## src/design/ipss_pkg.sv

```systemverilog
`timescale 1ns / 1ps

package ipss_pkg;

    // Field widths of the channels and of the register file.
    localparam int STEP_REGS  = 6;
    localparam int STEP_W     = 7;
    localparam int LEVEL_W    = 3;
    localparam int REQ_W      = 11;
    localparam int PERIOD_W   = 16;
    localparam int DELAY_W    = 12;
    localparam int DELAY_MS_W = 22;
    localparam int DIFF_W     = 7;
    localparam int LOW_W      = 19;
    localparam int CFG_IDX_W  = 3;
    localparam int CFG_DATA_W = 16;

    localparam logic [STEP_W-1:0] POWER_MAX = 7'd100;
    localparam int                MS_PER_S  = 1000;

    // x / 20 is taken as (x * RECIP_20) >> RECIP_SHIFT. With x below 2^23
    // the rounding error of the reciprocal never reaches the next integer.
    localparam int                RECIP_SHIFT = 28;
    localparam int                RECIP_W     = 40;
    localparam logic [23:0]       RECIP_20    = 24'd13421773;

    localparam logic [STEP_REGS-1:0][STEP_W-1:0] STEP_RST =
        {7'd100, 7'd100, 7'd80, 7'd60, 7'd40, 7'd20};
    localparam logic [PERIOD_W-1:0]   PERIOD_RST   = 16'd4000;
    localparam logic [DELAY_MS_W-1:0] DELAY_MS_RST = 22'd120000;
    localparam logic [RECIP_W-1:0]    RECIP_RST    =
        RECIP_W'(64'(PERIOD_RST) * 64'(RECIP_20));

    // Item kinds on the input channel.
    localparam logic ACT_TICK    = 1'b0;
    localparam logic ACT_REQUEST = 1'b1;

    typedef enum logic [CFG_IDX_W-1:0] {
        REG_STEP_1,
        REG_STEP_2,
        REG_STEP_3,
        REG_STEP_4,
        REG_STEP_5,
        REG_STEP_6,
        REG_SAMPLE_PERIOD,
        REG_RELAY_DELAY
    } t_cfg_reg;

    typedef struct packed {
        logic [STEP_REGS-1:0][STEP_W-1:0] steps;
        logic [PERIOD_W-1:0]              period;
        logic [RECIP_W-1:0]               period_recip;
        logic [DELAY_MS_W-1:0]            delay_ms;
    } t_cfg;

    typedef struct packed {
        logic               apply;
        logic               heating;
        logic               relay;
        logic [LEVEL_W-1:0] level;
        logic [STEP_W-1:0]  power;
        logic [DIFF_W-1:0]  diff;
    } t_apply;

    typedef struct packed {
        logic               command_valid;
        logic [LEVEL_W-1:0] command_level;
        logic               relay_on;
        logic               full_phase;
        logic [STEP_W-1:0]  power_now;
    } t_result;

endpackage

```

## src/design/ipss_if.sv

```systemverilog
`timescale 1ns / 1ps

interface ipss_in_if;
    logic                              valid;
    logic                              ready;
    logic                              action;
    logic                              on_flag;
    logic signed [ipss_pkg::REQ_W-1:0] power_request;

    modport source (output valid, output action, output on_flag, output power_request,
                    input ready);
    modport sink   (input valid, input action, input on_flag, input power_request,
                    output ready);
endinterface

interface ipss_out_if;
    logic                              valid;
    logic                              ready;
    logic                              command_valid;
    logic [ipss_pkg::LEVEL_W-1:0]      command_level;
    logic                              relay_on;
    logic                              full_phase;
    logic [ipss_pkg::STEP_W-1:0]       power_now;

    modport source (output valid, output command_valid, output command_level,
                    output relay_on, output full_phase, output power_now, input ready);
    modport sink   (input valid, input command_valid, input command_level,
                    input relay_on, input full_phase, input power_now, output ready);
endinterface

interface ipss_cfg_if;
    logic                              valid;
    logic                              ready;
    logic [ipss_pkg::CFG_IDX_W-1:0]    index;
    logic [ipss_pkg::CFG_DATA_W-1:0]   data;

    modport source (output valid, output index, output data, input ready);
    modport sink   (input valid, input index, input data, output ready);
endinterface

```

## src/design/induction_power_step_scheduler_top.sv

```systemverilog
`timescale 1ns / 1ps

// Power step scheduler for an induction hob.
// i_in carries two kinds of beat: a request (action high) that stores a
// wanted power, or off when on_flag is low, and a millisecond tick (action
// low). Every tick gives exactly one beat on o_res; a request gives none.
// i_cfg writes the six level thresholds, the sample period and the relay
// off delay; writes are taken at any time but must only be issued while no
// tick is in flight.
// The result of an accepted tick passes through the apply stage register, the
// high-time stage register (where the single period-reciprocal multiplier
// sits) and the output register. The pipeline takes one item every cycle
// while o_res.ready stays high.
// When the receiver stalls, the pipeline goes on accepting until its three
// stage registers are full; i_in.ready then falls and no beat is lost.
// Reset is synchronous and active low: it clears the time base, the power
// and relay state and the window, and returns every configuration register
// to its default value. No clearing pass is needed after reset.
module induction_power_step_scheduler_top #(
    parameter int TIME_BITS  = 32,
    parameter int NUM_LEVELS = 6
) (
    input  logic          i_clk,
    input  logic          i_rst_n,
    ipss_in_if.sink       i_in,
    ipss_out_if.source    o_res,
    ipss_cfg_if.sink      i_cfg
);

    ipss_pkg::t_cfg       cfg;
    ipss_pkg::t_apply     apply_info;
    ipss_pkg::t_apply     high_info;
    ipss_pkg::t_result    result;

    logic                 apply_ready;
    logic                 apply_valid;
    logic [TIME_BITS-1:0] apply_time;
    logic                 high_ready;
    logic                 high_valid;
    logic [TIME_BITS-1:0] high_time_stamp;
    logic [TIME_BITS-1:0] high_time;
    logic                 window_ready;
    logic                 out_valid;
    logic                 in_take;
    logic                 cfg_ready;

    assign i_in.ready  = apply_ready;
    assign in_take     = i_in.valid && apply_ready;
    assign i_cfg.ready = cfg_ready;

    ipss_cfg_regs u_cfg_regs (
        .i_clk      (i_clk),
        .i_rst_n    (i_rst_n),
        .i_wr_valid (i_cfg.valid),
        .i_wr_index (i_cfg.index),
        .i_wr_data  (i_cfg.data),
        .o_wr_ready (cfg_ready),
        .o_cfg      (cfg)
    );

    // Request storage, power application, level search and relay timing.
    ipss_apply #(
        .TIME_BITS  (TIME_BITS),
        .NUM_LEVELS (NUM_LEVELS)
    ) u_apply (
        .i_clk           (i_clk),
        .i_rst_n         (i_rst_n),
        .i_cfg           (cfg),
        .i_take          (in_take),
        .i_action        (i_in.action),
        .i_on_flag       (i_in.on_flag),
        .i_power_request (i_in.power_request),
        .i_next_ready    (high_ready),
        .o_ready         (apply_ready),
        .o_valid         (apply_valid),
        .o_info          (apply_info),
        .o_time          (apply_time)
    );

    // High time of the window from the distance to the chosen threshold.
    ipss_high #(
        .TIME_BITS (TIME_BITS)
    ) u_high (
        .i_clk        (i_clk),
        .i_rst_n      (i_rst_n),
        .i_cfg        (cfg),
        .i_valid      (apply_valid),
        .i_info       (apply_info),
        .i_time       (apply_time),
        .i_next_ready (window_ready),
        .o_ready      (high_ready),
        .o_valid      (high_valid),
        .o_info       (high_info),
        .o_time       (high_time_stamp),
        .o_high       (high_time)
    );

    // Window restart, phase choice and the output register.
    ipss_window #(
        .TIME_BITS (TIME_BITS)
    ) u_window (
        .i_clk       (i_clk),
        .i_rst_n     (i_rst_n),
        .i_cfg       (cfg),
        .i_valid     (high_valid),
        .i_info      (high_info),
        .i_time      (high_time_stamp),
        .i_high      (high_time),
        .i_out_ready (o_res.ready),
        .o_ready     (window_ready),
        .o_valid     (out_valid),
        .o_result    (result)
    );

    assign o_res.valid         = out_valid;
    assign o_res.command_valid = result.command_valid;
    assign o_res.command_level = result.command_level;
    assign o_res.relay_on      = result.relay_on;
    assign o_res.full_phase    = result.full_phase;
    assign o_res.power_now     = result.power_now;

endmodule

```

## src/design/ipss_cfg_regs.sv

```systemverilog
`timescale 1ns / 1ps

module ipss_cfg_regs (
    input  logic                            i_clk,
    input  logic                            i_rst_n,
    input  logic                            i_wr_valid,
    input  logic [ipss_pkg::CFG_IDX_W-1:0]  i_wr_index,
    input  logic [ipss_pkg::CFG_DATA_W-1:0] i_wr_data,
    output logic                            o_wr_ready,
    output ipss_pkg::t_cfg                  o_cfg
);

    ipss_pkg::t_cfg r_cfg;

    assign o_wr_ready = 1'b1;
    assign o_cfg      = r_cfg;

    // The period reciprocal and the delay in milliseconds are worked out as
    // each register is written, so the item path sees them ready-made.
    always_ff @(posedge i_clk) begin
        if (!i_rst_n) begin
            r_cfg.steps        <= ipss_pkg::STEP_RST;
            r_cfg.period       <= ipss_pkg::PERIOD_RST;
            r_cfg.period_recip <= ipss_pkg::RECIP_RST;
            r_cfg.delay_ms     <= ipss_pkg::DELAY_MS_RST;
        end else if (i_wr_valid) begin
            case (ipss_pkg::t_cfg_reg'(i_wr_index))
                ipss_pkg::REG_STEP_1: begin
                    r_cfg.steps[0] <= i_wr_data[ipss_pkg::STEP_W-1:0];
                end
                ipss_pkg::REG_STEP_2: begin
                    r_cfg.steps[1] <= i_wr_data[ipss_pkg::STEP_W-1:0];
                end
                ipss_pkg::REG_STEP_3: begin
                    r_cfg.steps[2] <= i_wr_data[ipss_pkg::STEP_W-1:0];
                end
                ipss_pkg::REG_STEP_4: begin
                    r_cfg.steps[3] <= i_wr_data[ipss_pkg::STEP_W-1:0];
                end
                ipss_pkg::REG_STEP_5: begin
                    r_cfg.steps[4] <= i_wr_data[ipss_pkg::STEP_W-1:0];
                end
                ipss_pkg::REG_STEP_6: begin
                    r_cfg.steps[5] <= i_wr_data[ipss_pkg::STEP_W-1:0];
                end
                ipss_pkg::REG_SAMPLE_PERIOD: begin
                    r_cfg.period       <= i_wr_data[ipss_pkg::PERIOD_W-1:0];
                    r_cfg.period_recip <=
                        ipss_pkg::RECIP_W'(i_wr_data[ipss_pkg::PERIOD_W-1:0])
                        * ipss_pkg::RECIP_W'(ipss_pkg::RECIP_20);
                end
                ipss_pkg::REG_RELAY_DELAY: begin
                    r_cfg.delay_ms <=
                        ipss_pkg::DELAY_MS_W'(i_wr_data[ipss_pkg::DELAY_W-1:0])
                        * ipss_pkg::DELAY_MS_W'(ipss_pkg::MS_PER_S);
                end
                default: begin
                    r_cfg <= r_cfg;
                end
            endcase
        end
    end

endmodule

```

## src/design/ipss_apply.sv

```systemverilog
`timescale 1ns / 1ps

module ipss_apply #(
    parameter int TIME_BITS  = 32,
    parameter int NUM_LEVELS = 6
) (
    input  logic                               i_clk,
    input  logic                               i_rst_n,
    input  ipss_pkg::t_cfg                     i_cfg,
    input  logic                               i_take,
    input  logic                               i_action,
    input  logic                               i_on_flag,
    input  logic signed [ipss_pkg::REQ_W-1:0]  i_power_request,
    input  logic                               i_next_ready,
    output logic                               o_ready,
    output logic                               o_valid,
    output ipss_pkg::t_apply                   o_info,
    output logic [TIME_BITS-1:0]               o_time
);

    localparam int LIMIT = (NUM_LEVELS < ipss_pkg::STEP_REGS) ? NUM_LEVELS
                                                              : ipss_pkg::STEP_REGS;

    logic [TIME_BITS-1:0]                r_time;
    logic signed [ipss_pkg::REQ_W-1:0]   r_pending;
    logic [ipss_pkg::STEP_W-1:0]         r_applied;
    logic [ipss_pkg::LEVEL_W-1:0]        r_level;
    logic [TIME_BITS-1:0]                r_off_time;
    logic                                r_heating;
    logic                                r_relay;
    logic                                r_valid;
    ipss_pkg::t_apply                    r_info;
    logic [TIME_BITS-1:0]                r_out_time;

    logic [TIME_BITS-1:0]                n_time;
    logic signed [ipss_pkg::REQ_W-1:0]   n_pending;
    logic [ipss_pkg::STEP_W-1:0]         n_applied;
    logic [ipss_pkg::LEVEL_W-1:0]        n_level;
    logic [TIME_BITS-1:0]                n_off_time;
    logic                                n_heating;
    logic                                n_relay;

    logic                                need_apply;
    logic [ipss_pkg::STEP_W-1:0]         clamped;
    logic                                found;
    logic [ipss_pkg::LEVEL_W-1:0]        search_level;
    logic [ipss_pkg::DIFF_W-1:0]         search_diff;
    logic [ipss_pkg::DIFF_W-1:0]         n_diff;
    logic [TIME_BITS-1:0]                relay_limit;

    assign o_ready = !r_valid || i_next_ready;
    assign o_valid = r_valid;
    assign o_info  = r_info;
    assign o_time  = r_out_time;

    always_comb begin
        n_time     = r_time + TIME_BITS'(1);
        need_apply = r_pending
                     != {{(ipss_pkg::REQ_W - ipss_pkg::STEP_W){1'b0}}, r_applied};

        if (r_pending[ipss_pkg::REQ_W-1]) begin
            clamped = '0;
        end else if ($unsigned(r_pending) > ipss_pkg::REQ_W'(ipss_pkg::POWER_MAX)) begin
            clamped = ipss_pkg::POWER_MAX;
        end else begin
            clamped = r_pending[ipss_pkg::STEP_W-1:0];
        end

        // First threshold at or above the power; no match keeps the level.
        found        = 1'b0;
        search_level = r_level;
        search_diff  = '0;
        for (int i = 0; i < LIMIT; i++) begin
            if (!found && (clamped <= i_cfg.steps[i])) begin
                found        = 1'b1;
                search_level = ipss_pkg::LEVEL_W'(i + 1);
                search_diff  = i_cfg.steps[i] - clamped;
            end
        end

        n_pending  = r_pending;
        n_applied  = r_applied;
        n_level    = r_level;
        n_off_time = r_off_time;
        n_heating  = r_heating;
        n_diff     = '0;
        if (need_apply) begin
            n_pending = {{(ipss_pkg::REQ_W - ipss_pkg::STEP_W){1'b0}}, clamped};
            n_applied = clamped;
            if (clamped == '0) begin
                n_level    = '0;
                n_off_time = n_time;
                n_heating  = 1'b0;
            end else begin
                n_level    = search_level;
                n_off_time = '0;
                n_heating  = 1'b1;
                n_diff     = search_diff;
            end
        end

        relay_limit = n_off_time + TIME_BITS'(i_cfg.delay_ms);
        if (n_heating) begin
            n_relay = 1'b1;
        end else if (r_relay) begin
            n_relay = !(n_time > relay_limit);
        end else begin
            n_relay = 1'b0;
        end
    end

    always_ff @(posedge i_clk) begin
        if (!i_rst_n) begin
            r_time     <= '0;
            r_pending  <= '0;
            r_applied  <= '0;
            r_level    <= '0;
            r_off_time <= '0;
            r_heating  <= 1'b0;
            r_relay    <= 1'b0;
            r_valid    <= 1'b0;
        end else begin
            if (i_take) begin
                r_valid <= (i_action == ipss_pkg::ACT_TICK);
            end else if (i_next_ready) begin
                r_valid <= 1'b0;
            end

            if (i_take && (i_action == ipss_pkg::ACT_REQUEST)) begin
                r_pending <= i_on_flag ? i_power_request : '0;
            end else if (i_take) begin
                r_time     <= n_time;
                r_pending  <= n_pending;
                r_applied  <= n_applied;
                r_level    <= n_level;
                r_off_time <= n_off_time;
                r_heating  <= n_heating;
                r_relay    <= n_relay;
            end
        end
    end

    always_ff @(posedge i_clk) begin
        if (i_take && (i_action == ipss_pkg::ACT_TICK)) begin
            r_info.apply   <= need_apply;
            r_info.heating <= n_heating;
            r_info.relay   <= n_relay;
            r_info.level   <= n_level;
            r_info.power   <= n_applied;
            r_info.diff    <= n_diff;
            r_out_time     <= n_time;
        end
    end

    ap_heat_relay: assert property (@(posedge i_clk) disable iff (!i_rst_n)
        r_heating |-> r_relay)
        else $error("heating active while the relay is open");

    ap_heat_power: assert property (@(posedge i_clk) disable iff (!i_rst_n)
        r_heating |-> (r_applied != '0) && (r_applied <= ipss_pkg::POWER_MAX))
        else $error("heating active without a valid applied power");

endmodule

```

## src/design/ipss_high.sv

```systemverilog
`timescale 1ns / 1ps

module ipss_high #(
    parameter int TIME_BITS = 32
) (
    input  logic                   i_clk,
    input  logic                   i_rst_n,
    input  ipss_pkg::t_cfg         i_cfg,
    input  logic                   i_valid,
    input  ipss_pkg::t_apply       i_info,
    input  logic [TIME_BITS-1:0]   i_time,
    input  logic                   i_next_ready,
    output logic                   o_ready,
    output logic                   o_valid,
    output ipss_pkg::t_apply       o_info,
    output logic [TIME_BITS-1:0]   o_time,
    output logic [TIME_BITS-1:0]   o_high
);

    localparam int PROD_W = ipss_pkg::DIFF_W + ipss_pkg::RECIP_W;
    localparam int WIDE   = (TIME_BITS > ipss_pkg::LOW_W) ? TIME_BITS : ipss_pkg::LOW_W;

    logic                  r_valid;
    ipss_pkg::t_apply      r_info;
    logic [TIME_BITS-1:0]  r_time;
    logic [TIME_BITS-1:0]  r_high;

    logic                  take;
    logic [PROD_W-1:0]     product;
    logic [ipss_pkg::LOW_W-1:0] low_time;
    logic [WIDE-1:0]       high_wide;
    logic [TIME_BITS-1:0]  n_high;

    assign o_ready = !r_valid || i_next_ready;
    assign o_valid = r_valid;
    assign o_info  = r_info;
    assign o_time  = r_time;
    assign o_high  = r_high;
    assign take    = i_valid && o_ready;

    // Low time = period * diff / 20, through the stored period reciprocal.
    always_comb begin
        product   = PROD_W'(i_info.diff) * PROD_W'(i_cfg.period_recip);
        low_time  = product[ipss_pkg::RECIP_SHIFT +: ipss_pkg::LOW_W];
        high_wide = WIDE'(i_cfg.period) - WIDE'(low_time);
        if (i_info.diff != '0) begin
            n_high = high_wide[TIME_BITS-1:0];
        end else begin
            n_high = TIME_BITS'(i_cfg.period);
        end
    end

    always_ff @(posedge i_clk) begin
        if (!i_rst_n) begin
            r_valid <= 1'b0;
        end else if (take) begin
            r_valid <= 1'b1;
        end else if (i_next_ready) begin
            r_valid <= 1'b0;
        end
    end

    always_ff @(posedge i_clk) begin
        if (take) begin
            r_info <= i_info;
            r_time <= i_time;
            r_high <= n_high;
        end
    end

endmodule

```

## src/design/ipss_window.sv

```systemverilog
`timescale 1ns / 1ps

module ipss_window #(
    parameter int TIME_BITS = 32
) (
    input  logic                   i_clk,
    input  logic                   i_rst_n,
    input  ipss_pkg::t_cfg         i_cfg,
    input  logic                   i_valid,
    input  ipss_pkg::t_apply       i_info,
    input  logic [TIME_BITS-1:0]   i_time,
    input  logic [TIME_BITS-1:0]   i_high,
    input  logic                   i_out_ready,
    output logic                   o_ready,
    output logic                   o_valid,
    output ipss_pkg::t_result      o_result
);

    logic                  r_valid;
    logic [TIME_BITS-1:0]  r_window_start;
    logic [TIME_BITS-1:0]  r_high;
    logic                  r_phase;
    ipss_pkg::t_result     r_result;

    logic                  take;
    logic [TIME_BITS-1:0]  n_window_start;
    logic [TIME_BITS-1:0]  n_high;
    logic                  n_phase;
    ipss_pkg::t_result     n_result;
    logic [TIME_BITS-1:0]  window_end;
    logic [TIME_BITS-1:0]  high_end;

    assign o_ready  = !r_valid || i_out_ready;
    assign o_valid  = r_valid;
    assign o_result = r_result;
    assign take     = i_valid && o_ready;

    always_comb begin
        n_high         = i_info.apply ? i_high : r_high;
        n_window_start = r_window_start;
        n_phase        = r_phase;
        window_end     = r_window_start + TIME_BITS'(i_cfg.period);
        high_end       = '0;

        n_result.command_valid = 1'b0;
        n_result.command_level = '0;

        if (i_info.heating && (i_info.power != '0)) begin
            if (i_time > window_end) begin
                n_window_start = i_time;
            end
            high_end               = n_window_start + n_high;
            n_result.command_valid = 1'b1;
            if (i_time > high_end) begin
                // Low part of the window: one level down, never below zero.
                n_result.command_level = (i_info.level != '0)
                                         ? i_info.level - ipss_pkg::LEVEL_W'(1) : '0;
                n_phase                = 1'b0;
            end else begin
                n_result.command_level = i_info.level;
                n_phase                = 1'b1;
            end
        end else if (i_info.relay) begin
            n_result.command_valid = 1'b1;
        end

        n_result.relay_on   = i_info.relay;
        n_result.full_phase = n_phase;
        n_result.power_now  = i_info.power;
    end

    always_ff @(posedge i_clk) begin
        if (!i_rst_n) begin
            r_valid        <= 1'b0;
            r_window_start <= '0;
            r_high         <= '0;
            r_phase        <= 1'b0;
        end else begin
            if (take) begin
                r_valid        <= 1'b1;
                r_window_start <= n_window_start;
                r_high         <= n_high;
                r_phase        <= n_phase;
            end else if (i_out_ready) begin
                r_valid <= 1'b0;
            end
        end
    end

    always_ff @(posedge i_clk) begin
        if (take) begin
            r_result <= n_result;
        end
    end

    ap_idle_level: assert property (@(posedge i_clk) disable iff (!i_rst_n)
        (r_valid && !r_result.command_valid) |-> (r_result.command_level == '0))
        else $error("command level set without a command");

    ap_cmd_relay: assert property (@(posedge i_clk) disable iff (!i_rst_n)
        (r_valid && r_result.command_valid) |-> r_result.relay_on)
        else $error("command sent while the relay is open");

endmodule

```

## src/flat_wrapper.sv

```systemverilog
// flat-port wrapper written by rule: the top's interface ports become plain ports
module induction_power_step_scheduler_top_flat 
#(
    parameter int TIME_BITS  = 32,
    parameter int NUM_LEVELS = 6
)
  (i_clk, i_rst_n, i_in_valid, i_in_action, i_in_on_flag, i_in_power_request, i_in_ready, o_res_valid, o_res_command_valid, o_res_command_level, o_res_relay_on, o_res_full_phase, o_res_power_now, o_res_ready, i_cfg_valid, i_cfg_index, i_cfg_data, i_cfg_ready);
  ipss_in_if i_in_i ();
  ipss_out_if o_res_i ();
  ipss_cfg_if i_cfg_i ();
  input  logic i_clk;
  input  logic i_rst_n;
  input wire logic [$bits(i_in_i.valid)-1:0] i_in_valid;
  input wire logic [$bits(i_in_i.action)-1:0] i_in_action;
  input wire logic [$bits(i_in_i.on_flag)-1:0] i_in_on_flag;
  input wire logic [$bits(i_in_i.power_request)-1:0] i_in_power_request;
  output wire logic [$bits(i_in_i.ready)-1:0] i_in_ready;
  output wire logic [$bits(o_res_i.valid)-1:0] o_res_valid;
  output wire logic [$bits(o_res_i.command_valid)-1:0] o_res_command_valid;
  output wire logic [$bits(o_res_i.command_level)-1:0] o_res_command_level;
  output wire logic [$bits(o_res_i.relay_on)-1:0] o_res_relay_on;
  output wire logic [$bits(o_res_i.full_phase)-1:0] o_res_full_phase;
  output wire logic [$bits(o_res_i.power_now)-1:0] o_res_power_now;
  input wire logic [$bits(o_res_i.ready)-1:0] o_res_ready;
  input wire logic [$bits(i_cfg_i.valid)-1:0] i_cfg_valid;
  input wire logic [$bits(i_cfg_i.index)-1:0] i_cfg_index;
  input wire logic [$bits(i_cfg_i.data)-1:0] i_cfg_data;
  output wire logic [$bits(i_cfg_i.ready)-1:0] i_cfg_ready;
  assign i_in_i.valid = i_in_valid;
  assign i_in_i.action = i_in_action;
  assign i_in_i.on_flag = i_in_on_flag;
  assign i_in_i.power_request = i_in_power_request;
  assign i_in_ready = i_in_i.ready;
  assign o_res_valid = o_res_i.valid;
  assign o_res_command_valid = o_res_i.command_valid;
  assign o_res_command_level = o_res_i.command_level;
  assign o_res_relay_on = o_res_i.relay_on;
  assign o_res_full_phase = o_res_i.full_phase;
  assign o_res_power_now = o_res_i.power_now;
  assign o_res_i.ready = o_res_ready;
  assign i_cfg_i.valid = i_cfg_valid;
  assign i_cfg_i.index = i_cfg_index;
  assign i_cfg_i.data = i_cfg_data;
  assign i_cfg_ready = i_cfg_i.ready;
  induction_power_step_scheduler_top #(.TIME_BITS(TIME_BITS), .NUM_LEVELS(NUM_LEVELS)) u_core (.i_clk(i_clk), .i_rst_n(i_rst_n), .i_in(i_in_i), .o_res(o_res_i), .i_cfg(i_cfg_i));
endmodule
```

## config.mk

```make
export PLATFORM = sky130hd
export DESIGN_NAME = induction_power_step_scheduler_top_flat
export DESIGN_NICKNAME = d
export VERILOG_FILES = /design/src/design/ipss_pkg.sv /design/src/design/ipss_if.sv /design/src/design/induction_power_step_scheduler_top.sv /design/src/design/ipss_cfg_regs.sv /design/src/design/ipss_apply.sv /design/src/design/ipss_high.sv /design/src/design/ipss_window.sv /design/src/flat_wrapper.sv
export SDC_FILE = /design/constraint.sdc
export NUM_CORES = 2
export LEC_CHECK = 0
export BUFFER_PORTS_ARGS = -buffer_cell sky130_fd_sc_hd__buf_2
export CORE_UTILIZATION = 35
export DETAILED_ROUTE_END_ITERATION = 10
export HOLD_SLACK_MARGIN = 0.05
export PLACE_DENSITY = 0.55
export SYNTH_ARGS = -nofsm -noshare
export SYNTH_HDL_FRONTEND = slang
export SYNTH_HIERARCHICAL = 1
export SYNTH_SLANG_ARGS = --single-unit
```

## constraint.sdc

```tcl
create_clock -name i_clk -period 8.95 [get_ports i_clk]
set_clock_uncertainty 0.2 [all_clocks]
set_input_delay 0.4475 -clock i_clk [delete_from_list [all_inputs] [get_ports i_clk]]
set_output_delay 0.4475 -clock i_clk [all_outputs]
set_load 0.01 [all_outputs]
```

After elaboration in Yosys (flattened, before gate mapping)
Cells that the tools add are included.
{ "op_classes": {"n_addsub": 12, "multipliers": 3, "n_lt_le_gt_ge": 10, "eq_ne": 8, "mux": 47, "bitwise": 3, "n_reduce_logical": 45} }
{ "ops": {"columns": ["op", "n"], "rows": [
  ["$mux 32", 5],
  ["$gt 32x32->1", 3],
  ["$mux 7", 9],
  ["$mul 7x40->47", 1],
  ["$mux 11", 4],
  ["$le 7x7->1", 6],
  ["$sub 7x7->7", 6],
  ["$mul 16x24->40 const B", 1],
  ["$add 32x1->32 const B", 1],
  ["$add 32x16->32", 1],
  ["$add 32x22->32", 1],
  ["$add 32x32->32", 1],
  ["$mux 3", 10],
  ["$reduce_and 2->1", 11],
  ["$sub 16x19->20", 1],
  ["$mul 12x7->19 const B", 1],
  ["$mux 1", 18],
  ["$mux 16", 1],
  ["$reduce_bool 7->1", 2],
  ["$eq 3x3->1 const B", 4],
  ["$gt 11x7->1 const B", 1],
  ["$logic_and 1x1->1", 11],
  ["$ne 11x7->1", 1],
  ["$reduce_bool 2->1", 5],
  ["10 further kinds", 23]
]} }
{ "word_totals": {"regBits": 402, "input_bits": 37, "output_inout_bits": 16, "word_cells": 170} }

Longest topological paths before layout
{ "depth": {"depth_word": 22, "depth_mapped": 41, "depth_no_buf": 38} }

By module
Netlist, hierarchy kept.
{ "modules_own_cells": {"columns": ["module", "n_inst", "cells_per_inst", "area_per_inst_um2", "seq_area_each_um2"], "rows": [
  ["ipss_high", 1, 1150, 11218.3, 2182.1],
  ["ipss_cfg_regs", 1, 1272, 11188.2, 2302.2],
  ["ipss_apply", 1, 1184, 10105.9, 3323.2],
  ["ipss_window", 1, 958, 7988.9, 1711.6],
  ["induction_power_step_scheduler_top", 1, 1, 6.3, 0.0]
]} }

Worst setup path before layout
Ideal clock, no wire load.
{ "synth_path": {"kind": "reg2reg", "start": "reg u_core.u_cfg_regs.r_cfg, in the netlist u_core/u_cfg_regs/o_cfg[62]", "end": "reg u_core.u_window.r_result, in the netlist u_core/u_window/o_result[10], data pin", "setup_ns": 0.169, "arrival_time_ns": 7.395, "required_time_ns": 8.581, "setup_slack_ns": 1.186, "stages_incl_launch_ff": 38, "path_buffers": 4, "period_less_slack_ns": 7.764, "path_cell_list": "dfxtp_1 -> buf_4 -> ha_1 -> inv_1 -> fa_1 -> nor2b_1 -> o21ai_0 -> a21oi_1 -> o21bai_1 -> a21oi_1 -> o21ai_1 -> clkbuf_1 -> and4_1 -> nor3_1 -> ha_1 -> nand4_1 -> nor2_1 -> a221oi_1 -> [2 not listed] -> buf_2 -> mux2_2 -> ha_1 -> clkbuf_1 -> and4_1 -> and3_1 -> a32o_1 -> nor3_1 -> o21bai_1 -> or3_1 -> o21ai_0 -> xor2_1 -> ha_1 -> nand4_1 -> nor4_1 -> o311ai_1 -> a2111o_1 -> o31ai_1"} }
{ "synth_via": {"elab_chain_cells": 7} }
{ "synth_rtl": {"columns": ["item", "line_no", "rtl"], "rows": [
  ["start: declaration", "ipss_cfg_regs.sv:13", "ipss_pkg::t_cfg r_cfg;"],
  ["start signal: assignment", "ipss_cfg_regs.sv:58", "r_cfg <= r_cfg;"],
  ["$add 32x16->32", "ipss_window.sv:42", "window_end = r_window_start + TIME_BITS'(i_cfg.period);"],
  ["$gt 32x32->1", "ipss_window.sv:49", "if (i_time > window_end) begin"],
  ["$mux 32", "ipss_window.sv:49", null],
  ["$mux 32", "ipss_window.sv:48", "if (i_info.heating && (i_info.power != '0)) begin"],
  ["$add 32x32->32", "ipss_window.sv:52", "high_end = n_window_start + n_high;"],
  ["$gt 32x32->1", "ipss_window.sv:54", "if (i_time > high_end) begin"],
  ["$mux 3", "ipss_window.sv:54", null],
  ["end signal: assignment", "ipss_window.sv:92", "r_result <= n_result;"],
  ["end: declaration", "ipss_window.sv:23", "ipss_pkg::t_result r_result;"]
]} }
No other way between the ends. The select of a mux whose other input is x is not followed.
A chain may end at the register's enable or synchronous reset.

Worst setup path in the final report
{ "layout_path": {"start": "reg u_core.u_apply.r_info, in the netlist u_core/u_apply/o_info[6]", "end": "reg u_core.u_high.r_high[17], in the netlist u_core/u_high/o_high[17], data pin"} }
{ "layout_via": {"elab_chain_cells": 2, "word_cells_on_any_way": 3, "cone_classes": "add/sub: 1; mul: 1; reduce/logical: 1"} }
{ "layout_rtl": {"columns": ["item", "line_no", "rtl"], "rows": [
  ["start: declaration", "ipss_apply.sv:32", "ipss_pkg::t_apply r_info;"],
  ["$mul 7x40->47", "ipss_high.sv:43", "product = PROD_W'(i_info.diff) * PROD_W'(i_cfg.period_recip);"],
  ["$sub 16x19->20", "ipss_high.sv:45", "high_wide = WIDE'(i_cfg.period) - WIDE'(low_time);"],
  ["end signal: assignment", "ipss_high.sv:67", "r_high <= n_high;"],
  ["end: declaration", "ipss_high.sv:26", "logic [TIME_BITS-1:0] r_high;"]
]} }
Several ways; a longest one is shown, not always the timed one.

==> out/qor.yml <==
outcome: "finished with violations"
violations: "design-rule violations"
worst_slew_pin_slew_ns: 1.31
p_total_mw: 12.9
antenna_found_initial: 4
min_period_ns: 8.38
worst-path-buf-inv: 6
final_nets: 5412
grt_pass1_vias: 31200
detailed_place_hpwl_um: 87600
dp_cells: 6022
critPathMaxStageDelay_ns: 0.54
finalInstanceArea_mm2: 0.0446
grt_max_degree: 75
fin_util_pct: 39.1
dr_total_vias: 32000
dieArea_mm2: 0.116
critPathMaxFanout: 9
ir_drop_uv: 232
fin_cells: 6153
route.detailed.drc: 2
required_ns: 9.23
wl_per_cell_um: 18.2
setup_slack_ns: 0.570
gr-total-overflow: 0
arrival_ns: 8.66
ant_nets: 0
path_clk_slew_ns: 0.06
grt_setup_unrepaired: "yes"
vias_per_cell: 5.20
syn_area_mm2: 0.0403
ios: 53
cp_common_cell: "fa_1"
insertion_delay_ns: 0.63
post-place-ws_ns: -0.0628
crit_family: "compound AO/OA/AOI/OAI gates"
fmax_mhz: 119
dr.first_iter.drc_count: 2071
final.period_utilization_pct: 93.6
netlist_instances: 4558
yosysWarningCount: 6
drv_slew: 0
route.final.wire_length_um: 112000
htreeDepth: 2
tns_ns: 0
routed-wl-met3_um: 4820
grt_usage_pct: 19.1
root_buffer: "clkbuf_16"
cts_buffers: 49
clkSinkCount: 400
end_kind: "flip-flop"
grt_pass1_wl_um: 177000
whs_ns: 0.0872
setup_viol: 0
cts_buffer_depth: 3
drive_gt1_share_pct: 8.19
power.leakage_nw: 19.7
dr.pass1.iters: 8
placed_area_mm2: 0.0423
routed.top_layer: "met5"
place_congestion: 0.889
row_count: 124
cts_tree: "yes"
power_density_mw_per_mm2: 289
max_slew_margin_pct: 12.1
die_x_um: 341
die_h_um: 341
routed-wl-met2_um: 50000
core-area_mm2: 0.114
avgSynthCellArea_um2: 8.84
initial_core_util_pct: 35.3
crit_path_start_kind: "flip-flop"
finalHoldViolCount: 0
max_cap_viol_count: 0
drt-met1-wl_um: 53700
cpMaxStageDelayCell: "fa_1"
io_buffers: 51
area_growth_syn_to_layout_pct: 10.7
critPathKind: "reg -> reg"
worst_hold_path_type: "in -> reg"
path summary, 6_finish.rpt:
| path | start | end | slack (ns) | cells after the start |
|---|---|---|---|---|
| max reg2reg | u_core/u_apply/o_info[6] | u_core/u_high/o_high[17] | 0.57 | 30 |
| min | i_rst_n | u_core/u_window/o_valid | 0.09 | 4 |
| min reg2reg | u_core/u_apply/o_time[2] | u_core/u_high/o_time[2] | 0.21 | 0 |
| max | u_core/u_apply/o_info[6] | u_core/u_high/o_high[17] | 0.57 | 30 |
worst reg2reg max path: cells and delay by family, from the launching register on:
family                     cells  cell delay [ns]
adders and majority gates      6             2.66
xor gates and xnor gates       1             0.16
and+or+nand+nor                7             1.33
AOI/OAI and AO/OA             10             2.71
DFF                            1             0.50
buffers and inverters          6             0.69
final cells by class:
class / count / area [um2]
inverter: 463 / 1740
tap: 1512 / 1890
fill: 11600 / 69600
timing repair buffer: 161 / 1320
clock inverter: 31 / 374
sequential: 400 / 9310
antenna: 2 / 5.00
multi-input combinational: 3523 / 28600
clock buffer: 61 / 1380
routing by layer:
layer / GRT usage, % / up-vias
met5: 0 / -
met4: 5.45 / 2
met3: 2.29 / 148
met2: 30.6 / 657
met1: 26.9 / 15400
li1: - / 15800
where the power goes:
group | total (mW) | internal, mW | switching (mW) | leakage (nW)
clock network | 2.13 | 1.24 | 0.890 | 0.849
logic | 8.48 | 3.37 | 5.11 | 15.5
registers | 2.27 | 2.13 | 0.146 | 3.39
state kept, by name, indices dropped and copies added (netlist names):
| name | cells |
|---|---|
| u_core/u_high/o_time | 32 |
| u_core/u_high/o_info | 13 |
| u_core/u_high/o_high | 20 |
| u_core/u_window/r_window_start | 32 |
| u_core/u_apply/r_pending | 11 |
| u_core/u_apply/r_level | 3 |
| u_core/u_window/r_phase | 1 |
| u_core/u_cfg_regs/o_cfg | 115 |
| u_core/u_apply/r_off_time | 32 |
| u_core/u_window/r_high | 32 |
| u_core/u_apply/r_relay | 1 |
| u_core/u_apply/r_time | 32 |
| u_core/u_apply/r_heating | 1 |
| u_core/u_apply/r_applied | 7 |
| u_core/u_window/o_valid | 1 |
| u_core/u_apply/o_time | 32 |
| u_core/u_high/o_valid | 1 |
| u_core/u_apply/o_valid | 1 |
| u_core/u_window/o_result | 13 |
| u_core/u_apply/o_info | 20 |
layout by cell type, fill, tap and decap left out, types with 109 or more instances in the layout:
| cell | n |
|---|---|
| inv_1 | 458 |
| fa_1 | 319 |
| dfxtp_1 | 270 |
| nand3_1 | 109 |
| and2_1 | 210 |
| edfxtp_1 | 130 |
| ha_1 | 458 |
| xnor2_1 | 112 |
| a21oi_1 | 363 |
| o21ai_0 | 164 |
| nor2_1 | 256 |
| nand2_1 | 548 |
what timing repair did:
item / CTS / global route
endpoints found under the setup margin: 1 / 6
setup buffers: 1 / 15
resized for setup: 1 / 19
cloned: 1 / 0
hold buffers: 20 / 0
hold endpoints to repair: 18 / 0
pin swaps: 1 / 2
Note: power is estimated with default switching activity, not from simulation.
